--- src/hw/rtl/btlp_pkg.sv ---
// ----------------------------------------------------------------------------
// btlp_pkg
// Types and constants shared by the BER tag/length header parser.
// ----------------------------------------------------------------------------
`default_nettype none

package btlp_pkg;

  localparam int unsigned ByteW = 8;
  localparam int unsigned TagW  = 28;
  localparam int unsigned LenW  = 32;
  localparam int unsigned HdrW  = 4;

  localparam logic [4:0] TagEscape = 5'h1F;

  typedef enum logic [1:0] {
    PH_IDENT,
    PH_TAG,
    PH_LEN,
    PH_LENOCT
  } phase_e;

  typedef enum logic [1:0] {
    ST_OK,
    ST_LEN_OCTETS,
    ST_BUF_END,
    ST_TAG_LONG
  } status_e;

  typedef struct packed {
    logic [ByteW-1:0] data_byte;
    logic             end_of_buffer;
  } in_item_t;

  typedef struct packed {
    logic [1:0]      tag_class;
    logic            is_constructed;
    logic [TagW-1:0] tag_number;
    logic [LenW-1:0] content_length;
    logic [HdrW-1:0] header_size;
    status_e         status;
  } out_item_t;

endpackage

`default_nettype wire

--- src/hw/rtl/ber_tag_length_header_parser_unit.sv ---
// ----------------------------------------------------------------------------
// ber_tag_length_header_parser_unit
// ASN.1 BER identifier and length header parser, one byte per transfer.
// ----------------------------------------------------------------------------
// Input channel (in_valid_i/in_ready_o/in_data_i) carries one header byte and
// an end-of-buffer flag per transfer. Output channel (out_valid_o/out_ready_i/
// out_data_o) carries one result per finished header: class, constructed
// bit, tag number, content length, header size and status. Bytes that do not
// finish a header produce no output transfer.
// Throughput: one byte per cycle while no result stalls on out_ready_i, set by
// the combinational parse step between the input and result registers.
// Path: the byte that ends the header passes the input register, the parse
// step and the result register before its result is presented.
// Reset: clears both pipeline registers and returns the parser to expecting
// an identifier byte.
// Stall: while a result waits on out_ready_i, at most one more byte is taken
// into the input register; after that in_ready_o drops until the result is
// taken.
// ----------------------------------------------------------------------------
`default_nettype none

module ber_tag_length_header_parser_unit #(
  parameter int unsigned MAX_LENGTH_OCTETS = 4,
  parameter int unsigned MAX_TAG_OCTETS    = 4
) (
  input  logic                clk_i,
  input  logic                rst_ni,
  input  logic                in_valid_i,
  output logic                in_ready_o,
  input  btlp_pkg::in_item_t  in_data_i,
  output logic                out_valid_o,
  input  logic                out_ready_i,
  output btlp_pkg::out_item_t out_data_o
);

  import btlp_pkg::*;

  logic      s1_valid;
  logic      res_ready;
  in_item_t  s1_item;
  logic      emit;
  out_item_t result;

  btlp_pipe_reg #(
    .T(in_item_t)
  ) u_in_reg (
    .clk_i   (clk_i),
    .rst_ni  (rst_ni),
    .valid_i (in_valid_i),
    .ready_o (in_ready_o),
    .data_i  (in_data_i),
    .valid_o (s1_valid),
    .ready_i (res_ready),
    .data_o  (s1_item)
  );

  btlp_core #(
    .MAX_LENGTH_OCTETS(MAX_LENGTH_OCTETS),
    .MAX_TAG_OCTETS   (MAX_TAG_OCTETS)
  ) u_core (
    .clk_i    (clk_i),
    .rst_ni   (rst_ni),
    .step_i   (s1_valid && res_ready),
    .item_i   (s1_item),
    .emit_o   (emit),
    .result_o (result)
  );

  btlp_pipe_reg #(
    .T(out_item_t)
  ) u_out_reg (
    .clk_i   (clk_i),
    .rst_ni  (rst_ni),
    .valid_i (s1_valid && emit),
    .ready_o (res_ready),
    .data_i  (result),
    .valid_o (out_valid_o),
    .ready_i (out_ready_i),
    .data_o  (out_data_o)
  );

endmodule

`default_nettype wire

--- src/hw/rtl/btlp_pipe_reg.sv ---
// ----------------------------------------------------------------------------
// btlp_pipe_reg
// One valid/ready pipeline register; takes a new transfer while the held one
// leaves in the same cycle.
// ----------------------------------------------------------------------------
`default_nettype none

module btlp_pipe_reg #(
  parameter type T = logic
) (
  input  logic clk_i,
  input  logic rst_ni,
  input  logic valid_i,
  output logic ready_o,
  input  T     data_i,
  output logic valid_o,
  input  logic ready_i,
  output T     data_o
);

  logic valid_q;
  T     data_q;

  assign ready_o = !valid_q || ready_i;
  assign valid_o = valid_q;
  assign data_o  = data_q;

  always_ff @(posedge clk_i or negedge rst_ni) begin
    if (!rst_ni) begin
      valid_q <= 1'b0;
    end else if (ready_o) begin
      valid_q <= valid_i;
    end
  end

  always_ff @(posedge clk_i) begin
    if (ready_o && valid_i) begin
      data_q <= data_i;
    end
  end

endmodule

`default_nettype wire

--- src/hw/rtl/btlp_core.sv ---
// ----------------------------------------------------------------------------
// btlp_core
// Header parse state and one-byte step logic; flags a result when the
// identifier and length octets are complete or an error ends the header.
// ----------------------------------------------------------------------------
`default_nettype none

module btlp_core #(
  parameter int unsigned MAX_LENGTH_OCTETS = 4,
  parameter int unsigned MAX_TAG_OCTETS    = 4
) (
  input  logic                 clk_i,
  input  logic                 rst_ni,
  input  logic                 step_i,
  input  btlp_pkg::in_item_t   item_i,
  output logic                 emit_o,
  output btlp_pkg::out_item_t  result_o
);

  import btlp_pkg::*;

  localparam int unsigned TcW = $clog2(MAX_TAG_OCTETS + 1);
  localparam int unsigned LcW = $clog2(MAX_LENGTH_OCTETS + 1);

  phase_e          phase_q, phase_d;
  logic [1:0]      class_q, class_d;
  logic            cons_q, cons_d;
  logic [TagW-1:0] tag_q, tag_d;
  logic [TcW-1:0]  tag_cnt_q, tag_cnt_d;
  logic [LenW-1:0] len_q, len_d;
  logic [LcW-1:0]  len_left_q, len_left_d;
  logic [HdrW-1:0] bytes_q, bytes_d;

  logic [ByteW-1:0] b;
  logic             emit;
  status_e          status;
  logic [LenW-1:0]  len_out;

  always_comb begin
    b          = item_i.data_byte;
    phase_d    = phase_q;
    class_d    = class_q;
    cons_d     = cons_q;
    tag_d      = tag_q;
    tag_cnt_d  = tag_cnt_q;
    len_d      = len_q;
    len_left_d = len_left_q;
    bytes_d    = bytes_q + HdrW'(1);
    emit       = 1'b0;
    status     = ST_OK;
    len_out    = '0;

    case (phase_q)
      PH_IDENT: begin
        class_d = b[7:6];
        cons_d  = b[5];
        if (b[4:0] != TagEscape) begin
          tag_d   = {{(TagW-5){1'b0}}, b[4:0]};
          phase_d = PH_LEN;
        end else begin
          tag_d     = '0;
          tag_cnt_d = '0;
          phase_d   = PH_TAG;
        end
      end
      PH_TAG: begin
        tag_d     = {tag_q[TagW-8:0], b[6:0]};
        tag_cnt_d = tag_cnt_q + TcW'(1);
        if (b[7]) begin
          if (tag_cnt_d >= TcW'(MAX_TAG_OCTETS)) begin
            emit   = 1'b1;
            status = ST_TAG_LONG;
          end
        end else begin
          phase_d = PH_LEN;
        end
      end
      PH_LEN: begin
        if (!b[7]) begin
          emit    = 1'b1;
          len_out = {{(LenW-ByteW){1'b0}}, b};
        end else if (b[6:0] > 7'(MAX_LENGTH_OCTETS)) begin
          emit   = 1'b1;
          status = ST_LEN_OCTETS;
        end else if (b[6:0] == 7'd0) begin
          emit = 1'b1;
        end else begin
          len_d      = '0;
          len_left_d = LcW'(b[6:0]);
          phase_d    = PH_LENOCT;
        end
      end
      PH_LENOCT: begin
        len_d = {len_q[LenW-ByteW-1:0], b};
        if (len_left_q != '0) begin
          len_left_d = len_left_q - LcW'(1);
        end
        if (len_left_d == '0) begin
          emit    = 1'b1;
          len_out = len_d;
        end
      end
      default: begin
        phase_d = PH_IDENT;
      end
    endcase

    if (!emit && item_i.end_of_buffer) begin
      emit   = 1'b1;
      status = ST_BUF_END;
    end

    result_o.tag_class      = class_d;
    result_o.is_constructed = cons_d;
    result_o.tag_number     = tag_d;
    result_o.content_length = (status == ST_OK) ? len_out : '0;
    result_o.header_size    = bytes_d;
    result_o.status         = status;
  end

  assign emit_o = emit;

  always_ff @(posedge clk_i or negedge rst_ni) begin
    if (!rst_ni) begin
      phase_q    <= PH_IDENT;
      class_q    <= '0;
      cons_q     <= 1'b0;
      tag_q      <= '0;
      tag_cnt_q  <= '0;
      len_q      <= '0;
      len_left_q <= '0;
      bytes_q    <= '0;
    end else if (step_i) begin
      if (emit) begin
        phase_q    <= PH_IDENT;
        class_q    <= '0;
        cons_q     <= 1'b0;
        tag_q      <= '0;
        tag_cnt_q  <= '0;
        len_q      <= '0;
        len_left_q <= '0;
        bytes_q    <= '0;
      end else begin
        phase_q    <= phase_d;
        class_q    <= class_d;
        cons_q     <= cons_d;
        tag_q      <= tag_d;
        tag_cnt_q  <= tag_cnt_d;
        len_q      <= len_d;
        len_left_q <= len_left_d;
        bytes_q    <= bytes_d;
      end
    end
  end

endmodule

`default_nettype wire

--- config.mk ---
export PLATFORM = sky130hd
export DESIGN_NAME = ber_tag_length_header_parser_unit
export DESIGN_NICKNAME = d
export VERILOG_FILES = /design/src/hw/rtl/btlp_pkg.sv /design/src/hw/rtl/ber_tag_length_header_parser_unit.sv /design/src/hw/rtl/btlp_pipe_reg.sv /design/src/hw/rtl/btlp_core.sv
export SDC_FILE = /design/constraint.sdc
export NUM_CORES = 1
export LEC_CHECK = 0
export BUFFER_PORTS_ARGS = -buffer_cell sky130_fd_sc_hd__buf_2
export CAP_MARGIN = 20
export CORE_ASPECT_RATIO = 0.75
export CORE_MARGIN = 3
export CORE_UTILIZATION = 30
export CTS_BUF_LIST = sky130_fd_sc_hd__clkbuf_4 sky130_fd_sc_hd__clkbuf_8
export CTS_CLUSTER_SIZE = 24
export DETAILED_ROUTE_END_ITERATION = 8
export SYNTH_ARGS = -nofsm -noshare
export SYNTH_HDL_FRONTEND = slang
export SYNTH_SLANG_ARGS = --single-unit
--- constraint.sdc ---
create_clock -name clk_i -period 5.7 [get_ports clk_i]
set_input_delay 1.14 -clock clk_i [delete_from_list [all_inputs] [get_ports clk_i]]
set_output_delay 1.14 -clock clk_i [all_outputs]
set_load 0.05 [all_outputs]
==> flow_summary.yaml <==
outcome:
  status: "finished clean"
placed_design:
  dp_hpwl_um: 9690
  gp_congestion: 0.806
  io_buffers: 83
  place_ws_ps: 2100
  place_area_sq_um: 7070
clock_network:
  numClockSinks: 147
  cts_max_path_buffers: 2
  clk_latency_ps: 450
  cts_setup_buffers: 0
  cts_resized: 0
  h-tree-depth: 4
  postCtsHoldBufs: 0
  cts_tree: "done"
  numCtsBuffers: 17
  clkSlewWorstSetupHoldPaths_ps: 80
  cts-root-buf: "clkbuf_8"
timing:
  finalSetupTns_ps: 0
  setup_slack_ps: 2470
  clock_skew_ps: 12.3
  tightestPinTransition_ps: 1010
  rsz0062_at_grt: "false"
  drv_slew: 0
  period_needed_ps: 3230
  fin_crit_sh_pct: 56.6
  max_freq_ghz: 0.310
  hold_viol: 0
  finalSetupViolCount: 0
  slew_headroom_pct: 32.4
floorplanning:
  die_width_um: 175
  coreArea_sq_um: 20600
  die_area_sq_um: 23100
  rows: 45
  die_y_um: 133
  start_util_pct: 31.1
  io_pins: 84
finish:
  seq_area_sq_um: 4070
  mostFrequentLayoutCell: "nand2_1"
  nNetsFinal: 639
  multi_input_area_sq_um: 2090
  nFillCells: 2061
  layout_common_cells: "94 x nand2_1, 83 x buf_2, 78 x edfxtp_1"
  area_growth_pct: 16.8
  diodes: 0
  drive_above_1_share_pct: 21.4
  post-route-cell-area_sq_um: 7480
  final_core_util_pct: 36.3
logic_synthesis:
  synth_top_area_share_pct: 36.6
  netlist_instances: 541
  synth.avg_cell_area_sq_um: 11.8
  synth_seq_area_share_pct: 63.6
  synth_area_sq_um: 6400
  yosys_warnings: 0
  synth_cell_types: 52
  ys.flop_type: "edfxtp_1"
  synth_fp_nets: 563
  synth_edf_count: 78
  synthArstFlopShare_pct: 46.9
  synth_area_leader_cell: "edfxtp_1"
  synth_seq_cells: 147
  synthTopCellsByArea: "edfxtp_1 37%, dfrtp_1 27%, nand2_1 5.5%, o21ai_0 3.5%, and2_1 3.4%"
job:
  cap_violations: 0
worst_setup_path:
  crit_required_ps: 6080
  critPathCaptureType: "register"
  critPathMaxStageDelay_ps: 830
  crit_chain: "or4_4 > nor4_1 > o21a_1 > buf_4 > or2_1 > a32o_1"
  slowest_stage: "or2_1"
  critPathLaunchType: "register"
  worst-setup-path-type: "register to register"
  path_delay_family: "simple AND/OR/NAND/NOR gates"
  cp_num_buf_inv: 1
  cp.arrival_ps: 3610
  crit_fanout: 27
routing:
  drt-initial-drc-count: 391
  first_pass_iters: 5
  finalWirelength_um: 15300
  post_drt_wl_per_cell_um: 16.8
  vias: 4282
  drcViolationCount: 0
  viasPerCell: 4.70
  final_antenna_net_count: 0
min_path:
  min_path_type: "register to register"
power:
  p_clk_share_pct: 23.5
  irDropWorstVdd_v: 0.000217
  switching_share_pct: 41.2
  p_seq_share_pct: 42.1
  power_switching_mw: 1.41
  total_leakage_power_nw: 2.97
  p_int_mw: 2.01
  total_power_mw: 3.42
  combPwrFrac_pct: 34.4
  p_per_area_nw_per_um2: 457
grt:
  antenna_found_initial: 0
  grt_pass1_wl_um: 24600
  grt_pass1_vias: 4157
  track_usage_pct: 13.6
  grt_max_degree: 96
  grt-ovfl-total: 0
==> synthesized netlist by cell type (2+ instances only) <==
cell type	count
a31o_1	16
a21oi_1	3
nand4_1	4
buf_2	4
mux2_2	4
nand3_1	3
a21o_1	2
nor2b_1	2
nor2_1	4
o21ai_0	45
ha_1	9
a32o_1	2
o22ai_1	3
edfxtp_1	78
xor2_1	2
inv_1	19
nor3b_1	17
and2_1	35
o21ai_1	19
buf_4	2
clkbuf_1	24
o2bb2ai_1	6
o2111ai_1	7
buf_6	4
o211ai_1	3
nand2_1	94
dfrtp_1	69
and3_1	2
o21a_1	2
a22o_1	11
nand2b_1	25
==> sequential cells by signal (all words and copies together) (netlist names) <==
name and count:
u_core.len_left_q 3, u_core.class_q 2, u_core.len_q 24, u_out_reg.valid_o 1, u_core.phase_q 2, u_core.tag_q 28
u_core.tag_cnt_q 3, u_core.cons_q 1, u_core.bytes_q 4, u_in_reg.valid_o 1, u_in_reg.data_o 9, u_out_reg.data_o 69
==> cell families (layout without fill, tap and decap cells) <==
group	count (synthesis)	count (layout)	synth area share (%)
simple gates	194	194	15.6
flops	147	147	63.6
compound gates	128	128	13.9
buf+inv	55	144	3.91
fa+ha+maj	9	9	1.76
mux	5	5	0.860
xor+xnor	3	3	0.410
==> area by class of cell <==
type	count	area share, %
Inverter	19	0.953
Timing Repair Buffer	93	6.87
Multi-Input combinational cell	339	27.9
Clock inverter	14	1.84
Clock buffer	18	3.31
Sequential cell	147	54.4
Tap cell	282	4.72
==> worst register-to-register path: stages, from the launching register on <==
cell and delay, ps:
edfxtp_1 570, or4_4 650, nor4_1 360, o21a_1 150
buf_4 300, or2_1 830, a32o_1 300
==> power by group through the flow <==
stage	combinational (mW)	sequential (mW)	clock, mW
after global placement	1.15	1.47	0
after global routing	1.26	1.46	0.881
after detailed placement	1.16	1.46	0
final	1.18	1.44	0.804
after CTS	1.16	1.44	0.828
after floorplan	0.498	1.84	0
==> worst paths after layout <==
| check | startpoint | endpoint | slack (ps) | cells past startpoint |
|---|---|---|---|---|
| max in group asynchronous | rst_ni | u_core.tag_q[18] | 3870 | 2 |
| max reg2reg | u_in_reg.data_o[7] | u_core.len_left_q[0] | 2470 | 6 |
| max | u_in_reg.data_o[7] | u_core.len_left_q[0] | 2470 | 6 |
| min reg2reg | u_core.class_q[1] | u_core.class_q[1] | 490 | 2 |
| min | u_core.class_q[1] | u_core.class_q[1] | 490 | 2 |
| min in group asynchronous | rst_ni | u_in_reg.valid_o | 810 | 1 |
==> layer usage <==
layer  wire [um]  up-vias  GRT usage, %
met3         887       16          3.64
met2        6030      116          17.5
met5           0        -             0
li1            -     2068             -
met1        8220     2082          22.0
met4         184        0          3.85
==> stage by stage <==
step,hold WS [ps],std cells
2_1_floorplan,451,541
3_3_place_gp,463,878
3_5_place_dp,472,879
4_1_cts,489,911
5_1_grt,530,912
6_report,485,912
Power figures use the tool's default switching activity.
